<file path="src/rtl/efwr_pkg.sv">
// Package for the event flag unit: sizes, command and status codes, request types.
// No dependencies.
package efwr_pkg;
    localparam int NUM_GROUPS   = 8;
    localparam int NUM_WAITERS  = 16;
    localparam int PATTERN_BITS = 32;
    localparam int TASK_BITS    = 8;
    localparam int GW = 3;
    localparam int WW = $clog2(NUM_WAITERS);
    localparam int WCW = $clog2(NUM_WAITERS + 1);

    localparam logic [2:0] K_SET = 3'd0, K_CLR = 3'd1, K_WAIT = 3'd2, K_CAN = 3'd3,
                           K_REF = 3'd4, K_CRE = 3'd5, K_DEL = 3'd6;
    localparam logic [2:0] S_OK = 3'd0, S_NOGRP = 3'd1, S_PAR = 3'd2, S_BUSY = 3'd3,
                           S_LIMIT = 3'd4, S_TMO = 3'd5, S_DLT = 3'd6, S_NOWAIT = 3'd7;

    typedef struct packed {
        logic [2:0]              kind;
        logic [2:0]              group;
        logic [PATTERN_BITS-1:0] pattern;
        logic [2:0]              wait_mode;
        logic                    poll_only;
        logic [TASK_BITS-1:0]    task_req;
        logic [7:0]              task_priority;
        logic                    allow_multi;
        logic                    by_priority;
    } t_req;

    typedef struct packed {
        logic [2:0]              status;
        logic [TASK_BITS-1:0]    task_out;
        logic [PATTERN_BITS-1:0] pattern_out;
        logic                    released;
        logic                    queued;
        logic                    last;
    } t_rsp;

    // waiter record held in RAM (valid bits live in flops)
    typedef struct packed {
        logic [GW-1:0]           grp;
        logic [TASK_BITS-1:0]    tsk;
        logic [7:0]              prio;
        logic [PATTERN_BITS-1:0] pat;
        logic [2:0]              mode;
        logic [15:0]             stamp;
    } t_wrec;
    localparam int WREC_BITS = $bits(t_wrec);

    typedef enum logic [2:0] {
        ST_IDLE, ST_SCAN, ST_SCAN_RD, ST_PICK, ST_ACT, ST_DONE
    } t_state;
endpackage

</file>
<file path="src/rtl/efwr_ram.sv">
// Generic single-port-write, single-read RAM with registered read data.
// No dependencies.
module efwr_ram #(
    parameter int WIDTH = 8,
    parameter int DEPTH = 16
) (
    input  logic                     i_clk,
    input  logic                     i_we,
    input  logic [$clog2(DEPTH)-1:0] i_waddr,
    input  logic [WIDTH-1:0]         i_wdata,
    input  logic [$clog2(DEPTH)-1:0] i_raddr,
    output logic [WIDTH-1:0]         o_rdata
);
    logic [WIDTH-1:0] r_mem [DEPTH];
    always_ff @(posedge i_clk) begin
        if (i_we) r_mem[i_waddr] <= i_wdata;
        o_rdata <= r_mem[i_raddr];
    end
endmodule

</file>
<file path="src/rtl/event_flag_wait_release_unit_core.sv">
// Top level of the event flag unit: group table in flops, waiter table in RAM.
// Depends on efwr_pkg and efwr_ram.
//
//  channel | signals                       | handshake
//  --------+-------------------------------+-------------------------------
//  request | i_start, o_busy, i_req        | taken when i_start && !o_busy
//  result  | o_strobe, o_rsp               | one cycle per result, no stall
//
// Simple commands go from setup straight to the done state. Set, delete, wait,
// reference and cancel scan the waiter RAM (one read per cycle; each pass has
// setup, read, pick and act); set and delete repeat the pass once per waiter
// taken off the walk, so up to ~17 passes.
// Each pass picks the queue-head waiter still eligible (cancel: lowest index);
// released waiters drop their valid bit; the next pass finds the next in order.
// Reset clears the group table, valid bits and arrival counter; RAM holds junk.
// The result side cannot stall: each result is shown exactly one cycle.
module event_flag_wait_release_unit_core
    import efwr_pkg::*;
(
    input  logic i_clk,
    input  logic i_rst_n,
    input  logic i_start,
    input  t_req i_req,
    output logic o_busy,
    output logic o_strobe,
    output t_rsp o_rsp
);
    // group table
    logic [PATTERN_BITS-1:0] r_pat [NUM_GROUPS];
    logic [NUM_GROUPS-1:0]   r_live, r_multi, r_prio;
    logic [NUM_WAITERS-1:0]  r_vld;
    // waiters already examined (not matching) during a set walk
    logic [NUM_WAITERS-1:0]  r_skip;
    logic [15:0]             r_arr;

    t_state r_st, n_st;
    t_req   r_req;
    logic [WCW-1:0] r_idx;        // address being read
    logic           r_rdv;        // RAM output belongs to r_idx-1
    logic [WW-1:0]  r_ridx;
    logic           r_have;       // best candidate found
    logic [WW-1:0]  r_best;
    t_wrec          r_brec;
    logic           r_anyq;       // group has any waiter
    logic           r_free_ok;
    logic [WW-1:0]  r_free;

    // RAM
    logic           w_we;
    logic [WW-1:0]  w_waddr;
    t_wrec          w_wdata, w_rd;
    efwr_ram #(.WIDTH(WREC_BITS), .DEPTH(NUM_WAITERS)) u_wram (
        .i_clk(i_clk), .i_we(w_we), .i_waddr(w_waddr), .i_wdata(w_wdata),
        .i_raddr(r_idx[WW-1:0]), .o_rdata(w_rd)
    );

    logic [PATTERN_BITS-1:0] w_gpat;
    assign w_gpat = r_pat[r_req.group];

    function automatic logic f_match(logic [PATTERN_BITS-1:0] p, logic [PATTERN_BITS-1:0] w,
                                     logic [2:0] m);
        return m[0] ? ((p & w) != '0) : ((p & w) == w);
    endfunction

    // commands decided without a scan (DONE also ends a stopped set walk)
    function automatic logic i_req_simple(t_req q);
        logic live;
        live = r_live[q.group];
        if (q.kind > K_DEL || q.kind == K_CRE || q.kind == K_CLR) return 1'b1;
        if (q.kind == K_CAN) return 1'b0;
        if (!live) return 1'b1;
        return (q.kind == K_WAIT) && (q.pattern == '0);
    endfunction

    // candidate eligibility for the current pass
    logic w_elig, w_ahead;
    logic [15:0] w_age_c, w_age_b;
    always_comb begin
        w_age_c = r_arr - w_rd.stamp;
        w_age_b = r_arr - r_brec.stamp;
        if (r_req.kind == K_CAN)
            w_elig = r_vld[r_ridx] && (w_rd.tsk == r_req.task_req);
        else
            w_elig = r_vld[r_ridx] && !r_skip[r_ridx] && (w_rd.grp == r_req.group);
        // scan runs in index order, so ties keep the earlier entry
        if (r_req.kind == K_CAN)
            w_ahead = 1'b0;
        else if (r_prio[r_req.group] && (w_rd.prio != r_brec.prio))
            w_ahead = w_rd.prio < r_brec.prio;
        else
            w_ahead = w_age_c > w_age_b;
    end

    logic [PATTERN_BITS-1:0] w_after;
    always_comb begin
        w_after = w_gpat;
        if (r_brec.mode[2]) w_after = w_after & ~r_brec.pat;
        if (r_brec.mode[1]) w_after = '0;
    end

    t_rsp n_rsp;
    logic n_strobe;
    always_comb begin
        n_st     = r_st;
        n_strobe = 1'b0;
        n_rsp    = '0;
        n_rsp.last = 1'b1;
        w_we     = 1'b0;
        w_waddr  = r_free;
        w_wdata  = '0;
        case (r_st)
            ST_IDLE: if (i_start) n_st = ST_SCAN;
            ST_SCAN: begin
                n_st = ST_SCAN_RD;
                if (i_req_simple(r_req)) n_st = ST_DONE;
            end
            ST_SCAN_RD: if (!r_rdv && r_idx == WCW'(NUM_WAITERS)) n_st = ST_PICK;
            ST_PICK: n_st = ST_ACT;
            ST_ACT: begin
                n_st = ST_IDLE;
                n_strobe = 1'b1;
                case (r_req.kind)
                    K_SET: begin
                        n_rsp.pattern_out = w_gpat;
                        if (r_have && f_match(w_gpat, r_brec.pat, r_brec.mode)) begin
                            n_rsp.task_out = r_brec.tsk;
                            n_rsp.released = 1'b1;
                            n_rsp.last = 1'b0;
                            n_st = ST_SCAN;
                            if (r_brec.mode[1] || (r_brec.mode[2] && w_after == '0))
                                n_st = ST_DONE;
                        end else if (r_have) begin
                            n_strobe = 1'b0;
                            n_st = ST_SCAN;
                        end
                    end
                    K_DEL: begin
                        n_rsp.pattern_out = w_gpat;
                        if (r_have) begin
                            n_rsp.status = S_DLT;
                            n_rsp.task_out = r_brec.tsk;
                            n_rsp.released = 1'b1;
                            n_rsp.last = 1'b0;
                            n_st = ST_SCAN;
                        end
                    end
                    K_REF: begin
                        n_rsp.pattern_out = w_gpat;
                        n_rsp.task_out = r_have ? r_brec.tsk : '0;
                    end
                    K_CAN: begin
                        n_rsp.task_out = r_req.task_req;
                        if (r_have) begin
                            n_rsp.released = 1'b1;
                            n_rsp.pattern_out = r_pat[r_brec.grp];
                        end else
                            n_rsp.status = S_NOWAIT;
                    end
                    default: begin  // wait
                        n_rsp.task_out = r_req.task_req;
                        n_rsp.pattern_out = w_gpat;
                        if (r_anyq && !r_multi[r_req.group])
                            n_rsp.status = S_BUSY;
                        else if (f_match(w_gpat, r_req.pattern, r_req.wait_mode))
                            n_rsp.status = S_OK;
                        else if (r_req.poll_only)
                            n_rsp.status = S_TMO;
                        else if (!r_free_ok)
                            n_rsp.status = S_LIMIT;
                        else begin
                            n_rsp.queued = 1'b1;
                            w_we = 1'b1;
                            w_wdata.grp = r_req.group;
                            w_wdata.tsk = r_req.task_req;
                            w_wdata.prio = r_req.task_priority;
                            w_wdata.pat = r_req.pattern;
                            w_wdata.mode = r_req.wait_mode;
                            w_wdata.stamp = r_arr;
                        end
                    end
                endcase
            end
            ST_DONE: begin
                n_st = ST_IDLE;
                n_strobe = 1'b1;
                n_rsp.pattern_out = w_gpat;
                if (r_req.kind > K_DEL) begin
                    n_rsp.status = S_PAR;
                    n_rsp.pattern_out = '0;
                end else if (r_req.kind == K_CRE) begin
                    if (r_live[r_req.group]) n_rsp.status = S_LIMIT;
                    else n_rsp.pattern_out = r_req.pattern;
                end else if (!r_live[r_req.group]) begin
                    n_rsp.status = S_NOGRP;
                    n_rsp.pattern_out = '0;
                end else if (r_req.kind == K_CLR)
                    n_rsp.pattern_out = w_gpat & r_req.pattern;
                else if (r_req.kind == K_WAIT) begin
                    n_rsp.status = S_PAR;
                    n_rsp.task_out = r_req.task_req;
                end
            end
            default: n_st = ST_IDLE;
        endcase
    end

    assign o_busy = (r_st != ST_IDLE);

    always_ff @(posedge i_clk) begin
        if (!i_rst_n) begin
            r_st <= ST_IDLE;
            r_live <= '0; r_multi <= '0; r_prio <= '0;
            r_vld <= '0; r_arr <= '0;
            o_strobe <= 1'b0;
            for (int g = 0; g < NUM_GROUPS; g++) r_pat[g] <= '0;
        end else begin
            r_st <= n_st;
            o_strobe <= n_strobe;
            o_rsp <= n_rsp;
            case (r_st)
                ST_IDLE: if (i_start) begin
                    r_req <= i_req;
                    r_skip <= '0;
                    if (i_req.kind == K_SET)
                        r_pat[i_req.group] <= r_pat[i_req.group] | i_req.pattern;
                end
                ST_SCAN: begin
                    r_idx <= '0; r_rdv <= 1'b0; r_have <= 1'b0;
                    r_anyq <= 1'b0; r_free_ok <= 1'b0;
                end
                ST_SCAN_RD: begin
                    if (r_idx != WCW'(NUM_WAITERS)) r_idx <= r_idx + 1'b1;
                    r_rdv <= (r_idx != WCW'(NUM_WAITERS));
                    r_ridx <= r_idx[WW-1:0];
                    if (r_rdv) begin
                        if (!r_vld[r_ridx] && !r_free_ok) begin
                            r_free_ok <= 1'b1; r_free <= r_ridx;
                        end
                        if (r_vld[r_ridx] && w_rd.grp == r_req.group) r_anyq <= 1'b1;
                        if (w_elig && (!r_have || w_ahead)) begin
                            r_have <= 1'b1; r_best <= r_ridx; r_brec <= w_rd;
                        end
                    end
                end
                ST_ACT: begin
                    case (r_req.kind)
                        K_SET: if (r_have) begin
                            if (f_match(w_gpat, r_brec.pat, r_brec.mode)) begin
                                r_vld[r_best] <= 1'b0;
                                r_pat[r_req.group] <= w_after;
                            end else
                                r_skip[r_best] <= 1'b1;
                        end
                        K_DEL: if (r_have) r_vld[r_best] <= 1'b0;
                               else r_live[r_req.group] <= 1'b0;
                        K_CAN: if (r_have) r_vld[r_best] <= 1'b0;
                        K_WAIT: begin
                            if (r_anyq && !r_multi[r_req.group]) ;
                            else if (f_match(w_gpat, r_req.pattern, r_req.wait_mode)) begin
                                if (r_req.wait_mode[1]) r_pat[r_req.group] <= '0;
                                else if (r_req.wait_mode[2])
                                    r_pat[r_req.group] <= w_gpat & ~r_req.pattern;
                            end else if (!r_req.poll_only && r_free_ok) begin
                                r_vld[r_free] <= 1'b1;
                                r_arr <= r_arr + 16'd1;
                            end
                        end
                        default: ;
                    endcase
                end
                ST_DONE: begin
                    if (r_req.kind == K_CRE && !r_live[r_req.group]) begin
                        r_live[r_req.group]  <= 1'b1;
                        r_multi[r_req.group] <= r_req.allow_multi;
                        r_prio[r_req.group]  <= r_req.by_priority;
                        r_pat[r_req.group]   <= r_req.pattern;
                    end else if (r_req.kind == K_CLR && r_live[r_req.group])
                        r_pat[r_req.group] <= w_gpat & r_req.pattern;
                end
                default: ;
            endcase
        end
    end
endmodule

</file>
<file path="config.mk">
export PLATFORM = sky130hd
export DESIGN_NAME = event_flag_wait_release_unit_core
export DESIGN_NICKNAME = d
export VERILOG_FILES = /design/src/rtl/efwr_pkg.sv /design/src/rtl/efwr_ram.sv /design/src/rtl/event_flag_wait_release_unit_core.sv
export SDC_FILE = /design/constraint.sdc
export NUM_CORES = 2
export LEC_CHECK = 0
export BUFFER_PORTS_ARGS = -buffer_cell sky130_fd_sc_hd__buf_2
export CAP_MARGIN = 10
export CORE_MARGIN = 10
export CORE_UTILIZATION = 56
export DETAILED_ROUTE_END_ITERATION = 10
export PLACE_DENSITY_LB_ADDON = 0.05
export SYNTH_ARGS = -nofsm -noshare
export SYNTH_HDL_FRONTEND = slang
export SYNTH_HIERARCHICAL = 1
export SYNTH_SLANG_ARGS = --single-unit
export TNS_END_PERCENT = 50
</file>
<file path="constraint.sdc">
create_clock -name i_clk -period 8.4 [get_ports i_clk]
set_input_delay 1.26 -clock i_clk [delete_from_list [all_inputs] [get_ports i_clk]]
set_output_delay 1.26 -clock i_clk [all_outputs]
set_load 0.02 [all_outputs]
</file>
==> run_results.csv <==
group,metric,value,unit
place,dp_hpwl,129000,um
synthesis,synthArstFlopShare,0,%
synthesis,muxShareOfSynthArea,15.3,%
final_layout,finalNetCount,4838,
floorplan,core_area,134000,um2
route,drc,0,
timing,report.final.slew_viol_count,0,
route,first_iter_violations,5737,
synthesis,synth_edf_count,1589,
synthesis,synth-compound-area-share,7.03,%
worst_hold_path,worstHoldStart,"u_wram/o_rdata[25]",
power,peakVddDrop,0.000192,V
floorplan,die_w,387,um
clock_tree,path_clk_slew,0.06,ns
job,drv_cap,0,
critical_path,r2r_end,"u_wram/r_mem[2][55]",
worst_hold_path,hold_class,"flip-flop to flip-flop",
clock_tree,clock_path_buffers,3,
final_layout,final_common_cell,"edfxtp_1",
grt,grt_pass1_wl,311000,um
clock_tree,clk_latency,0.81,ns
synthesis,ys_warn_count,6,
clock_tree,htreeDepth,4,
final_layout,finalInstanceArea,84000,um2
clock_tree,cts.repair.resized,0,
power,leakagePower,30.8,nW
synthesis,synth-simple-area-share,6.91,%
critical_path,start_kind,"flip-flop",
critical_path,criticalPathCategory,"flip-flop to flip-flop",
final_layout,fill_cells,9584,
route,antenna_left,0,
place,place_area,78200,um2
critical_path,critPathCaptureType,"flip-flop",
grt,grt_pass1_vias,44200,
final_layout,final_layout_size_suffix_gt1_share,21.6,%
final_layout,utilization,62.9,%
worst_hold_path,hold_depth,0,
timing,max_slew_margin,20.9,%
route,via_per_inst,6.76,
route,wl_per_cell,32.1,um
timing,finalSetupTns,0,ns
route,route.vias.total,44800,
place,gp_congestion,0.966,
critical_path,required,8.86,ns
grt,grt.total_usage,28.0,%
grt,antenna_found_initial,19,
critical_path,reg2reg_slack,1.26,ns
synthesis,synth_top_family_by_area,"multiplexers",
synthesis,ys_ff_latch,1725,
grt,gr-total-overflow,0,
floorplan,initial_utilization,56.4,%
power,power,18.5,mW
clock_tree,cts_tree,"yes",
timing,layout_worst_path_cycle_share,85.0,%
route,totalWireLength,213000,um
critical_path,crit_arrival,7.60,ns
clock_tree,clkSinkCount,1725,
critical_path,worst-path-max-fanout,23,
timing,grt_setup_unrepaired,"false",
floorplan,die_area,150000,um2
final_layout,mostFrequentLayoutCells,"1589 x edfxtp_1, 444 x mux4_2, 246 x nand2_1",
timing,clock_skew,0.0281,ns
place,portBuffers,110,
timing,fmax,140,MHz
timing,finalSetupViolCount,0,
critical_path,reg2reg_depth,13,
timing,max_slew.worst_pin.slew,1.18,ns
worst_hold_path,min_to,"r_brec[25]",
synthesis,synth_area,75400,um2
floorplan,die_h,387,um
final_layout,area_growth,11.5,%
timing,report.final.hold_viol_count,0,
clock_tree,holdBufCountCts,0,
place,dp.cells,6309,
floorplan,pin_count,111,
synthesis,synth.distinct_cells,84,
timing,min_period,7.14,ns
run_status,outcome,"finished, final reports clean",
clock_tree,numCtsBuffers,173,
final_layout,fin_cells,6635,
synthesis,synth_xor_area_share,0.523,%
grt,grt_max_degree,126,
power,pwr_density_cell,220,nW/um2
route,first_pass_iters,6,
synthesis,syn_nets,4713,
synthesis,avgSynthCellArea,16.4,um2
synthesis,yosysSeqAreaShare,66.9,%
clock_tree,cts_root_buffer,"clkbuf_16",
synthesis,syn-instance-count,4591,
synthesis,synth_fa_ha_area_share,0.999,%
floorplan,rows,134,
clock_tree,cts_setup_buffers,0,
synthesis,ys.flop_type,"edfxtp_1",
[power by group]
group	internal, mW	switching [mW]	total (mW)
combinational	0.410	0.706	1.12
sequential	9.37	0.137	9.51
clock	4.55	3.32	7.86
[final cells by class]
type | count | area (um2) | area share, %
multi-input combinational | 2494 | 23400 | 27.9
antenna | 3 | 7.51 | 0.00893
tap | 1768 | 2210 | 2.63
clock buffer | 250 | 4970 | 5.92
inverter | 86 | 323 | 0.384
timing repair buffer | 236 | 1740 | 2.07
sequential | 1725 | 50500 | 60.0
clock inverter | 73 | 886 | 1.05
[critical path, cell delays in order (launching register included)]
cell,delay [ns]
dfxtp_2,0.83
nor2b_2,1.04
a22oi_1,0.16
nand2_1,0.36
o2111ai_1,0.15
nor4_1,0.66
nand2_1,0.25
a221oi_2,0.48
buf_4,0.25
nor3b_4,0.68
buf_4,0.44
or3b_1,0.56
nor2_4,0.44
buf_4,0.43
[stage by stage]
| stage | hold slack (ns) | setup slack, ns |
|---|---|---|
| after floorplan | 0.386 | -0.532 |
| after global placement | 0.387 | 1.49 |
| after detailed placement | 0.389 | 1.40 |
| after CTS | 0.382 | 1.37 |
| after global routing | 0.407 | 1.09 |
| final | 0.381 | 1.26 |
[state kept, by name (all words and copies together) (netlist names), 5 cells and up, named ones only]
name,flops
r_pat,256
r_req,60
r_idx,5
r_brec,70
u_wram/o_rdata,70
r_multi,8
r_prio,8
r_arr,16
r_vld,16
r_skip,16
o_rsp,46
u_wram/r_mem,1120
[logic make-up (layout without fill, tap and decap cells)]
kind of cell | Yosys count | after routing
mux | 596 | 596
other cells | 0 | 3
flops | 1725 | 1725
xor+xnor | 45 | 45
simple gates | 1033 | 1033
fa+ha+maj | 59 | 59
buf+inv | 372 | 645
compound gates | 761 | 761
[layer usage]
metal  wire (um)  track usage, %  share of wire, %  vias to the layer above
met2       95900            41.8                45                     2486
met1       88700            41.2                42                    23200
li1            -               -                 -                    18600
met3       20600            5.77               9.7                      491
met5          41               0             0.019                        -
met4        7700            9.73               3.6                        6
[worst max path at each step]
| stage | to | start | depth (start not counted) | slack [ns] |
|---|---|---|---|---|
| global route | u_wram/r_mem[2][52] | flip-flop | 13 | 1.09 |
| detailed placement | u_wram/r_mem[2][62] | flip-flop | 13 | 1.40 |
| floorplan | u_wram/r_mem[12][0] | flip-flop | 13 | -0.53 |
| finish | u_wram/r_mem[2][55] | flip-flop | 13 | 1.26 |
| CTS | u_wram/r_mem[2][52] | flip-flop | 13 | 1.37 |
| global placement | u_wram/r_mem[2][62] | flip-flop | 13 | 1.49 |
[synth_stat cells, types with 8 or more instances]
library cell / number / area share, %
o211ai_1: 30 / 0.30
o22ai_1: 39 / 0.32
o21ai_0: 147 / 0.98
a22o_1: 19 / 0.22
nor3b_1: 11 / 0.11
buf_2: 47 / 0.31
a32oi_1: 8 / 0.093
nand2_1: 256 / 1.3
nand2b_1: 17 / 0.14
or3_1: 32 / 0.27
mux2i_1: 137 / 1.8
nand3_1: 71 / 0.47
a21oi_1: 131 / 0.87
buf_6: 26 / 0.39
mux2_2: 14 / 0.21
xor2_1: 20 / 0.23
clkbuf_1: 166 / 0.83
nand4_1: 19 / 0.16
nor4_1: 26 / 0.22
o31ai_1: 13 / 0.13
dfxtp_1: 136 / 3.6
o2111ai_1: 11 / 0.13
and2_1: 84 / 0.70
or4_1: 10 / 0.10
inv_1: 85 / 0.42
buf_4: 17 / 0.17
a211oi_1: 56 / 0.56
mux4_2: 444 / 13
a32oi_2: 14 / 0.30
a21boi_0: 11 / 0.11
nor2b_1: 211 / 1.8
a22oi_1: 193 / 1.9
nor3_1: 35 / 0.23
ha_1: 57 / 0.95
nor2_1: 229 / 1.1
edfxtp_1: 1589 / 63
xnor2_1: 25 / 0.29
buf_1: 28 / 0.14
No activity file was read; power rests on OpenSTA's default activity.
